**config.mk**
```make
export PLATFORM = sky130hd
export DESIGN_NAME = i2c_target_memory_window
export DESIGN_NICKNAME = d
export VERILOG_FILES = /design/src/sv/i2ctmw_pkg.sv /design/src/sv/i2ctmw_ram.sv /design/src/sv/i2c_target_memory_window.sv
export SDC_FILE = /design/constraint.sdc
export NUM_CORES = 2
export LEC_CHECK = 0
export ABC_AREA = 1
export BUFFER_PORTS_ARGS = -buffer_cell sky130_fd_sc_hd__buf_4
export CORE_MARGIN = 3
export CORE_UTILIZATION = 50
export CTS_BUF_LIST = sky130_fd_sc_hd__clkbuf_2 sky130_fd_sc_hd__clkbuf_4 sky130_fd_sc_hd__clkbuf_8
export DETAILED_ROUTE_END_ITERATION = 12
export GPL_TIMING_DRIVEN = 0
export PLACE_DENSITY = 0.61
export SLEW_MARGIN = 20
export SYNTH_ARGS = -nofsm -noshare
export SYNTH_HDL_FRONTEND = slang
export SYNTH_HIERARCHICAL = 1
export SYNTH_SLANG_ARGS = --single-unit
```
**constraint.sdc**
```tcl
create_clock -name clock -period 10.04 [get_ports clock]
set_input_delay 3.012 -clock clock [delete_from_list [all_inputs] [get_ports clock]]
set_output_delay 3.012 -clock clock [all_outputs]
set_load 0.03 [all_outputs]
```
**src/sv/i2ctmw_pkg.sv**
```systemverilog
`default_nettype none
// ----------------------------------------------------------------------------
// I2C target memory window package
// Shared constants: memory geometry, event codes, phases and register indexes.
// ----------------------------------------------------------------------------
package i2ctmw_pkg;

   localparam int MemDepth  = 256;
   localparam int AddrWidth = (MemDepth > 1) ? $clog2(MemDepth) : 1;

   localparam logic [31:0] MemDepthPtr = 32'(MemDepth);

   // bus and local event codes
   localparam logic [2:0] ModeAddrWrite = 3'd0;
   localparam logic [2:0] ModeAddrRead  = 3'd1;
   localparam logic [2:0] ModeRxByte    = 3'd2;
   localparam logic [2:0] ModeTxRequest = 3'd3;
   localparam logic [2:0] ModeLocalWr   = 3'd4;
   localparam logic [2:0] ModeLocalRd   = 3'd5;

   // pointer reception phases
   localparam logic [2:0] PhaseCommand = 3'd0;
   localparam logic [2:0] PhaseByte0   = 3'd1;
   localparam logic [2:0] PhaseByte1   = 3'd2;
   localparam logic [2:0] PhaseByte2   = 3'd3;
   localparam logic [2:0] PhaseByte3   = 3'd4;
   localparam logic [2:0] PhaseDone    = 3'd5;

   // register indexes
   localparam logic [1:0] RegLinked     = 2'd0;
   localparam logic [1:0] RegDataSize   = 2'd1;
   localparam logic [1:0] RegCmdSetAddr = 2'd2;
   localparam logic [1:0] RegCmdRdHere  = 2'd3;

   localparam logic [7:0] CmdSetAddrReset = 8'd1;
   localparam logic [7:0] CmdRdHereReset  = 8'd2;

endpackage
`default_nettype wire

```
**src/sv/i2ctmw_ram.sv**
```systemverilog
`default_nettype none
// ----------------------------------------------------------------------------
// Generic RAM
// One write port and one read port, read data registered.
// ----------------------------------------------------------------------------
module i2ctmw_ram #(
   parameter int Width = 8,
   parameter int Depth = 256
) (
   input  wire logic                                   clock,
   input  wire logic                                   wr_en,
   input  wire logic [((Depth > 1) ? $clog2(Depth) : 1)-1:0] wr_addr,
   input  wire logic [Width-1:0]                       wr_data,
   input  wire logic                                   rd_en,
   input  wire logic [((Depth > 1) ? $clog2(Depth) : 1)-1:0] rd_addr,
   output logic      [Width-1:0]                       rd_data
);

   logic [Width-1:0] mem_ff [Depth];

   always_ff @(posedge clock) begin
      if (wr_en) begin
         mem_ff[wr_addr] <= wr_data;
      end
      if (rd_en) begin
         rd_data <= mem_ff[rd_addr];
      end
   end

endmodule
`default_nettype wire

```
**src/sv/i2c_target_memory_window.sv**
```systemverilog
`default_nettype none
// ----------------------------------------------------------------------------
// I2C target memory window
// Byte-level event handler of an I2C target exposing a byte memory window.
// ----------------------------------------------------------------------------
// One event is taken per clock cycle while req_stall is low; its result goes
// through the registered read of the window RAM and then the output register.
// Phase, pointer and memory are updated at the transfer edge, so back-to-back
// events see each other's effects. The memory reads as zero after reset
// through one valid flag per entry, so no clearing pass is needed. The
// configuration port is always ready; the user is to write registers only
// while no event is in flight, which the block itself does not enforce.
// ----------------------------------------------------------------------------
module i2c_target_memory_window (
   input  wire logic        clock,
   input  wire logic        reset,
   input  wire logic        req_valid,
   output logic             req_stall,
   input  wire logic [2:0]  req_mode,
   input  wire logic [7:0]  req_data_byte,
   input  wire logic [7:0]  req_local_address,
   output logic             rsp_valid,
   input  wire logic        rsp_stall,
   output logic [7:0]       rsp_tx_byte,
   output logic             rsp_tx_from_memory,
   output logic [7:0]       rsp_local_data,
   output logic [31:0]      rsp_current_pointer,
   output logic             rsp_pointer_complete,
   input  wire logic        csr_valid,
   output logic             csr_ready,
   input  wire logic [1:0]  csr_index,
   input  wire logic [8:0]  csr_data
);

   localparam int AW = i2ctmw_pkg::AddrWidth;

   // configuration
   logic       linked_ff;
   logic [8:0] window_size_ff;
   logic [7:0] cmd_set_ff;
   logic [7:0] cmd_here_ff;

   // event state
   logic [31:0] pointer_ff, pointer_in;
   logic [2:0]  phase_ff, phase_in;
   logic [i2ctmw_pkg::MemDepth-1:0] valid_ff;

   // memory access
   logic          mem_we, mem_re;
   logic [AW-1:0] mem_waddr, mem_raddr;
   logic [7:0]    mem_wdata, mem_rdata;

   // stage one: memory read in flight
   logic        s1_valid_ff;
   logic        s1_tx_ff, s1_tx_in;
   logic        s1_local_ff, s1_local_in;
   logic        s1_hit_ff;
   logic [31:0] s1_pointer_ff;
   logic        s1_done_ff;

   logic accept, s1_move, cfg_write;

   logic [31:0] tx_ptr;
   logic        tx_in_window, rx_in_window;

   assign csr_ready = 1'b1;
   assign cfg_write = csr_valid && csr_ready;

   assign s1_move   = s1_valid_ff && !(rsp_valid && rsp_stall);
   assign req_stall = s1_valid_ff && rsp_valid && rsp_stall;
   assign accept    = req_valid && !req_stall;

   assign tx_ptr = (phase_ff != i2ctmw_pkg::PhaseDone) ? 32'd0 : pointer_ff;
   assign tx_in_window = linked_ff && (tx_ptr < 32'(window_size_ff)) &&
                         (tx_ptr < i2ctmw_pkg::MemDepthPtr);
   assign rx_in_window = linked_ff && (pointer_ff < 32'(window_size_ff)) &&
                         (pointer_ff < i2ctmw_pkg::MemDepthPtr);

   always_comb begin
      pointer_in  = pointer_ff;
      phase_in    = phase_ff;
      mem_we      = 1'b0;
      mem_waddr   = req_local_address[AW-1:0];
      mem_wdata   = req_data_byte;
      mem_re      = 1'b0;
      mem_raddr   = req_local_address[AW-1:0];
      s1_tx_in    = 1'b0;
      s1_local_in = 1'b0;
      if (accept) begin
         unique case (req_mode)
            i2ctmw_pkg::ModeAddrWrite: begin
               phase_in = i2ctmw_pkg::PhaseCommand;
            end
            i2ctmw_pkg::ModeAddrRead, i2ctmw_pkg::ModeTxRequest: begin
               phase_in   = i2ctmw_pkg::PhaseDone;
               pointer_in = tx_ptr;
               if (tx_in_window) begin
                  mem_re     = 1'b1;
                  mem_raddr  = tx_ptr[AW-1:0];
                  s1_tx_in   = 1'b1;
                  pointer_in = tx_ptr + 32'd1;
               end
            end
            i2ctmw_pkg::ModeRxByte: begin
               if (phase_ff == i2ctmw_pkg::PhaseCommand) begin
                  // read-here wins when both codes match
                  if (req_data_byte == cmd_here_ff) begin
                     phase_in = i2ctmw_pkg::PhaseDone;
                  end else if (req_data_byte == cmd_set_ff) begin
                     phase_in = i2ctmw_pkg::PhaseByte0;
                  end
               end else if (linked_ff) begin
                  if (phase_ff == i2ctmw_pkg::PhaseDone) begin
                     if (rx_in_window) begin
                        mem_we     = 1'b1;
                        mem_waddr  = pointer_ff[AW-1:0];
                        pointer_in = pointer_ff + 32'd1;
                     end
                  end else if (phase_ff < i2ctmw_pkg::PhaseDone) begin
                     phase_in = phase_ff + 3'd1;
                     unique case (phase_ff)
                        i2ctmw_pkg::PhaseByte0: pointer_in[7:0]   = req_data_byte;
                        i2ctmw_pkg::PhaseByte1: pointer_in[15:8]  = req_data_byte;
                        i2ctmw_pkg::PhaseByte2: pointer_in[23:16] = req_data_byte;
                        default:                pointer_in[31:24] = req_data_byte;
                     endcase
                  end
               end
            end
            i2ctmw_pkg::ModeLocalWr: begin
               if (32'(req_local_address) < i2ctmw_pkg::MemDepthPtr) begin
                  mem_we = 1'b1;
               end
            end
            i2ctmw_pkg::ModeLocalRd: begin
               if (32'(req_local_address) < i2ctmw_pkg::MemDepthPtr) begin
                  mem_re      = 1'b1;
                  s1_local_in = 1'b1;
               end
            end
            default: begin
            end
         endcase
      end
      // a window size write clears the pointer
      if (cfg_write && csr_index == i2ctmw_pkg::RegDataSize) begin
         pointer_in = 32'd0;
      end
   end

   i2ctmw_ram #(
      .Width (8),
      .Depth (i2ctmw_pkg::MemDepth)
   ) u_ram (
      .clock   (clock),
      .wr_en   (mem_we),
      .wr_addr (mem_waddr),
      .wr_data (mem_wdata),
      .rd_en   (mem_re),
      .rd_addr (mem_raddr),
      .rd_data (mem_rdata)
   );

   always_ff @(posedge clock) begin
      if (reset) begin
         linked_ff      <= 1'b0;
         window_size_ff <= 9'd0;
         cmd_set_ff     <= i2ctmw_pkg::CmdSetAddrReset;
         cmd_here_ff    <= i2ctmw_pkg::CmdRdHereReset;
      end else if (cfg_write) begin
         unique case (csr_index)
            i2ctmw_pkg::RegLinked:     linked_ff      <= csr_data[0];
            i2ctmw_pkg::RegDataSize:   window_size_ff <= csr_data;
            i2ctmw_pkg::RegCmdSetAddr: cmd_set_ff     <= csr_data[7:0];
            default:                   cmd_here_ff    <= csr_data[7:0];
         endcase
      end
   end

   always_ff @(posedge clock) begin
      if (reset) begin
         pointer_ff <= 32'd0;
         phase_ff   <= i2ctmw_pkg::PhaseCommand;
         valid_ff   <= '0;
      end else begin
         pointer_ff <= pointer_in;
         phase_ff   <= phase_in;
         if (mem_we) begin
            valid_ff[mem_waddr] <= 1'b1;
         end
      end
   end

   // stage one holds while the output is stalled; the RAM read data holds too
   always_ff @(posedge clock) begin
      if (reset) begin
         s1_valid_ff <= 1'b0;
      end else if (accept) begin
         s1_valid_ff <= 1'b1;
      end else if (s1_move) begin
         s1_valid_ff <= 1'b0;
      end
   end

   always_ff @(posedge clock) begin
      if (accept) begin
         s1_tx_ff      <= s1_tx_in;
         s1_local_ff   <= s1_local_in;
         s1_hit_ff     <= valid_ff[mem_raddr];
         s1_pointer_ff <= pointer_in;
         s1_done_ff    <= (phase_in == i2ctmw_pkg::PhaseDone);
      end
   end

   always_ff @(posedge clock) begin
      if (reset) begin
         rsp_valid <= 1'b0;
      end else if (s1_move) begin
         rsp_valid <= 1'b1;
      end else if (!rsp_stall) begin
         rsp_valid <= 1'b0;
      end
   end

   always_ff @(posedge clock) begin
      if (s1_move) begin
         rsp_tx_byte          <= (s1_tx_ff && s1_hit_ff) ? mem_rdata : 8'd0;
         rsp_tx_from_memory   <= s1_tx_ff;
         rsp_local_data       <= (s1_local_ff && s1_hit_ff) ? mem_rdata : 8'd0;
         rsp_current_pointer  <= s1_pointer_ff;
         rsp_pointer_complete <= s1_done_ff;
      end
   end

endmodule
`default_nettype wire

```
; After elaboration in Yosys (flattened, before gate mapping)
; Memories as Yosys holds them, arrays and structs flattened. A register that Yosys moved wholly into a read port is not among the register bits.
; Index checks and enable logic that the tools add are counted.
; W data, S select, Z words.
[totals]
register_bits = 405
mem_bits_rw = 2048
elab_cells = 126
memories = 1
[memory_table]
columns = name, depth, width, read_ports, rd_clocked_by_memory_dff, write_ports, line_no
row1 = u_ram.mem_ff, 256, 8, 1, 1, 1, i2ctmw_ram.sv:19  ; logic [Width-1:0] mem_ff [Depth];
[op_classes]
n_addsub = 3
magnitude_cmp = 8
eq_ne = 16
muxes = 51
bitwise = 2
n_reduce_logical = 26
[ops]
columns = cell, count
row1 = $mux W32, 9
row2 = $or A256 B256 Y256, 1
row3 = $mux W8, 13
row4 = $add A32 B1 Y32 const B, 2
row5 = $lt A32 B9 Y1, 2
row6 = $lt A32 B9 Y1 const B, 2
row7 = $pmux W32 S2, 1
row8 = $mux W3, 7
row9 = $lt A8 B9 Y1 const B, 2
row10 = $eq A8 B8 Y1, 2
row11 = $mux W1, 16
row12 = $logic_and A1 B1 Y1, 13
row13 = $eq A3 B2 Y1 const B, 4
row14 = $eq A3 B3 Y1 const B, 4
row15 = $pmux W3 S3, 1
row16 = $bmux W1 S8, 1
row17 = $demux W1 S8, 1
row18 = $ge A8 B1 Y1 const B, 1
row19 = $reduce_and A2 Y1, 4
row20 = $eq A3 B1 Y1 const B, 2
row21 = $logic_not A3 Y1, 2
row22 = $reduce_or A3 Y1, 2
row23 = $pmux W1 S2, 2
row24 = $add A3 B1 Y3 const B, 1
row25 = 10 further kinds, 11

; Logic depth before layout (Yosys ltp)
[depth]
depth_word = 14
ltp_mapped = 33

; By module
; The synthesis kept the hierarchy.
[modules_own_cells]
columns = mod, instances, cells_per_inst, area_each_um2
row1 = i2ctmw_ram, 1, 7003, 83476.3
row2 = i2c_target_memory_window, 1, 2588, 19581.3

; Worst setup path before layout
; Ideal clock, no wire load.
[synth_path]
path_type = input to register
start = input rsp_stall
end = register u_ram.rd_data[2], read port of u_ram.mem_ff, data pin
arrival_time_ns = 6.349
required_time_ns = 9.788
path_slack_ns = 3.438
cell_stages = 21
path_buffers = 4
path_cell_list = nand2_1 > nor2_1 > inv_2 > nand2_1 > inv_1 > nand4_4 > inv_2 > buf_2 > o21ai_2 > inv_2 > buf_4 > inv_1 > clkbuf_1 > clkbuf_1 > nand3_1 > nand3_1 > nand3_1 > nand3_1 > nand2_1 > nand2_1 > nand2_1
[synth_via]
elab_chain_len = 4
elab_cells_between_ends = 5
cone_classes = mux: 2 / reduce/logical: 3
[synth_lines]
columns = item, line_no
row1 = start: declaration, i2c_target_memory_window.sv:23  ; input wire logic rsp_stall,
row2 = $logic_and A1 B1 Y1, i2c_target_memory_window.sv:70  ; assign req_stall = s1_valid_ff && rsp_valid && rsp_stall;
row3 = net req_stall, i2c_target_memory_window.sv:18  ; output logic req_stall,
row4 = $logic_not A1 Y1, i2c_target_memory_window.sv:71  ; assign accept = req_valid && !req_stall;
row5 = $logic_and A1 B1 Y1, i2c_target_memory_window.sv:71
row6 = net accept, i2c_target_memory_window.sv:61  ; logic accept, s1_move, cfg_write;
row7 = $mux W8, i2c_target_memory_window.sv:89  ; if (accept) begin
row8 = net mem_raddr[3], i2c_target_memory_window.sv:50  ; logic [AW-1:0] mem_waddr, mem_raddr;
row9 = end: declaration, i2ctmw_ram.sv:16  ; output logic [Width-1:0] rd_data
; The timed path passes the listed nets, and every way through them passes these cells.
; A chain may end at the register's enable or synchronous reset.

; Worst setup path in the final report
[layout_path]
start = input req_mode[0]
end = register u_ram.rd_data[5], read port of u_ram.mem_ff, data pin
[layout_via]
elab_chain_len = 4
elab_cells_between_ends = 8
cone_classes = eq/ne: 3 / mux: 4 / reduce/logical: 1
[layout_lines]
columns = item, line_no
row1 = start: declaration, i2c_target_memory_window.sv:19  ; input wire logic [2:0] req_mode,
row2 = $eq A3 B1 Y1 or $eq A3 B2 Y1 (tied branches), i2c_target_memory_window.sv:90  ; unique case (req_mode)
row3 = $reduce_or A2 Y1 *, i2c_target_memory_window.sv:90
row4 = $mux W8 *, i2c_target_memory_window.sv:90
row5 = $mux W8 *, i2c_target_memory_window.sv:89
row6 = net mem_raddr[3], i2c_target_memory_window.sv:50
; The timed path passes the listed nets; every way through them passes the cells marked *.

==> flow_summary.json <==
{
  "cts-resized-gates": 0,
  "syn-num-nets": 9648,
  "nets": 10184,
  "detailed_place_hpwl_mm": 291,
  "worst_pin_slew_ns": 1.40,
  "cts_tree": "yes",
  "place.gp.congestion": 1.05,
  "netlist_top_cells_count": "nand2_1, nand3_1, edfxtp_1",
  "antenna_left": 0,
  "io_pins": 88,
  "maxSlewViolCount": 0,
  "route.detailed.drc": 0,
  "outcome": "finished, final reports clean",
  "cap_violations": 0,
  "die_area_um2": 212000,
  "path_buf_inv": 9,
  "grt_pass1_wl_mm": 580,
  "synth_edf_count": 2142,
  "cp_cell_sequence": "buf_4 > inv_1 > nor2_1 > nand4_4 > inv_2 > buf_2 > nand2_1 > o21ai_2 > inv_2 > buf_4 > inv_1 > clkbuf_2 > clkbuf_1 > nand3_1 > nand3_1 > nand3_1 > nand3_1 > nand2_1 > nand2_1 > nand2_1",
  "clk_latency_ns": 1.16,
  "cp_top_family": "buffers and inverters",
  "cts_buffer_depth": 4,
  "clockRootBuffer": "clkbuf_8",
  "die_w_um": 460,
  "top_usage_layer": "met2",
  "port_buffers": 86,
  "synth_top_area_share": 0.624,
  "detail_route.vias_per_cell": 6.25,
  "crit_required_ns": 10.83,
  "h-tree-depth": 5,
  "synth-async-reset-ratio": 0,
  "p_leak_nw": 41.6,
  "power.total_mw": 21.9,
  "synth.ff_latch_count": 2461,
  "hold_viol_final": 0,
  "slowest_delay_ns": 0.98,
  "setup-tns-final_ns": 0,
  "cts_buffers": 418,
  "utilization": 0.567,
  "detail_route.wl_per_cell_um": 32.4,
  "syn_area_um2": 103000,
  "arrival_ns": 8.96,
  "start_kind": "input port",
  "clk_transition_reported_paths_ns": 0.06,
  "drt-initial-drc-count": 13857,
  "min_period_ns": 8.17,
  "yosys_warnings": 6,
  "synthFlopType": "edfxtp_1",
  "grt_max_degree": 131,
  "vdd_drop_max_mv": 0.172,
  "start_util": 0.503,
  "place_inst": 12395,
  "timing.hold.ws_ns": 0.394,
  "crit_type": "input port to register",
  "synth_top_area_cell": "edfxtp_1",
  "use_met3": 0.125,
  "antenna_found_initial": 16,
  "grt_overflow": 0,
  "vias": 82014,
  "core_um2": 205000,
  "netlist_top_cells_area": "edfxtp_1, nand3_1, nand2_1",
  "dr.pass1.iters": 9,
  "fmax_mhz": 122,
  "synth.most_common_cell": "nand2_1",
  "grt_use_met2": 0.594,
  "hp-class": "register to register",
  "die_h_um": 460,
  "cp_max_fo": 12,
  "drt_wl_total_mm": 426,
  "holdBufCountCts": 0,
  "synth_cells": 9591,
  "postCtsSetupBuffers": 0,
  "rows": 166,
  "crit_path_end_kind": "register",
  "setup-violations-final": 0,
  "fin_crit_sh": 0.813,
  "grt_setup_unrepaired": "false",
  "grt_usage": 0.395,
  "synth-seq-area-share": 0.686,
  "fin_skew_ns": 0.111,
  "syn2layout_area_growth_pct": 12.6,
  "slowest_stage": "clkbuf_1",
  "grt_pass1_vias": 75062,
  "clkSinkCount": 2461,
  "layout-drive-gt1-share": 0.134,
  "synthDistinctLibCells": 54,
  "relSlewSlack": 0.0637,
  "synth_area_per_cell_um2": 10.7,
  "fin_cells": 13121,
  "power.density_nw_per_um2": 189,
  "grt_use_met1": 0.496
}
## registers in the layout, summed over array words and instances (netlist names)
name                  cells
rsp_tx_from_memory        1
pointer_ff               32
valid_ff                256
s1_tx_ff                  1
s1_valid_ff               1
phase_ff                  3
linked_ff                 1
u_ram/mem_ff           2048
cmd_set_ff                8
s1_pointer_ff            32
window_size_ff            9
u_ram/rd_data             8
cmd_here_ff               8
s1_local_ff               1
s1_done_ff                1
rsp_tx_byte               8
rsp_valid                 1
s1_hit_ff                 1
rsp_current_pointer      32
rsp_local_data            8
rsp_pointer_complete      1
## layout make-up
class | count | area [um^2]
tap | 2688 | 3360
antenna | 15 | 37.5
inverter | 406 | 1530
timing repair buffer | 116 | 1390
multi-input combinational | 6090 | 27900
clock buffer | 597 | 7230
buffer | 634 | 3270
fill | 17680 | 88700
sequential | 2461 | 70700
clock inverter | 114 | 692
## cell families (layout without fill, tap and decap cells)
family / Yosys count / count (layout) / share of synthesized area
other: 1 / 16 / 0.0000364
buffers and inverters: 1040 / 1867 / 0.0460
AOI/OAI and AO/OA: 520 / 520 / 0.0293
xor gates and xnor gates: 14 / 14 / 0.00119
adders and majority gates: 22 / 22 / 0.00267
DFF: 2461 / 2461 / 0.686
and+or+nand+nor: 5533 / 5533 / 0.235
## metal layers
metal  vias up  share of wire
met4        12          0.078
met2      6383           0.43
met1     39710           0.35
met5         -        0.00022
met3      1445           0.14
li1      34464              -
## power breakdown
group          internal [mW]  total, mW  leakage (nW)  switching (mW)
Combinational          0.416       1.94          15.5            1.52
Sequential              11.2       11.2          21.9          0.0219
Clock                   4.76       8.82          4.24            4.06
Total                   16.3       21.9          41.6            5.60
## stage by stage
| stage | worst slack, ns | instance area [um^2] |
|---|---|---|
| after detailed placement | 1.12 | 108000 |
| after floorplan | 3.44 | 103000 |
| after global placement | -0.144 | 107000 |
| after global routing | 2.11 | 116000 |
| final | 1.87 | 116000 |
| after CTS | 2.25 | 116000 |
## worst paths after layout
kind / start / to / slack (ns) / depth (start not counted)
setup / recovery: req_mode[0] / u_ram/rd_data[5] / 1.87 / 20
hold / removal: s1_pointer_ff[3] / rsp_current_pointer[3] / 0.39 / 0
setup reg to reg: phase_ff[1] / u_ram/rd_data[5] / 2.03 / 29
hold reg to reg: s1_pointer_ff[3] / rsp_current_pointer[3] / 0.39 / 0
## layout by cell type, fill, tap and decap left out, types with 7 or more instances in the layout
cell type	instances
nand2_1	2711
nand3_1	2297
edfxtp_1	2142
clkbuf_8	439
inv_1	377
buf_2	321
dfxtp_1	319
nor2_1	312
a21oi_1	296
clkbuf_4	158
buf_4	148
clkbuf_1	147
nor2_2	99
o21ai_0	89
clkinv_1	70
clkbuf_2	38
buf_1	36
clkinv_2	34
o211ai_1	31
and2_1	31
o2111ai_1	26
a221oi_1	26
buf_6	24
a31oi_1	24
inv_2	23
ha_1	22
nor2_4	21
buf_16	20
diode_2	15
buf_8	15
nand4_1	13
nor3_1	12
xnor2_1	12
nor3_4	11
nand2_2	8
bufinv_16	7
Note: power is estimated with default switching activity, not from simulation.
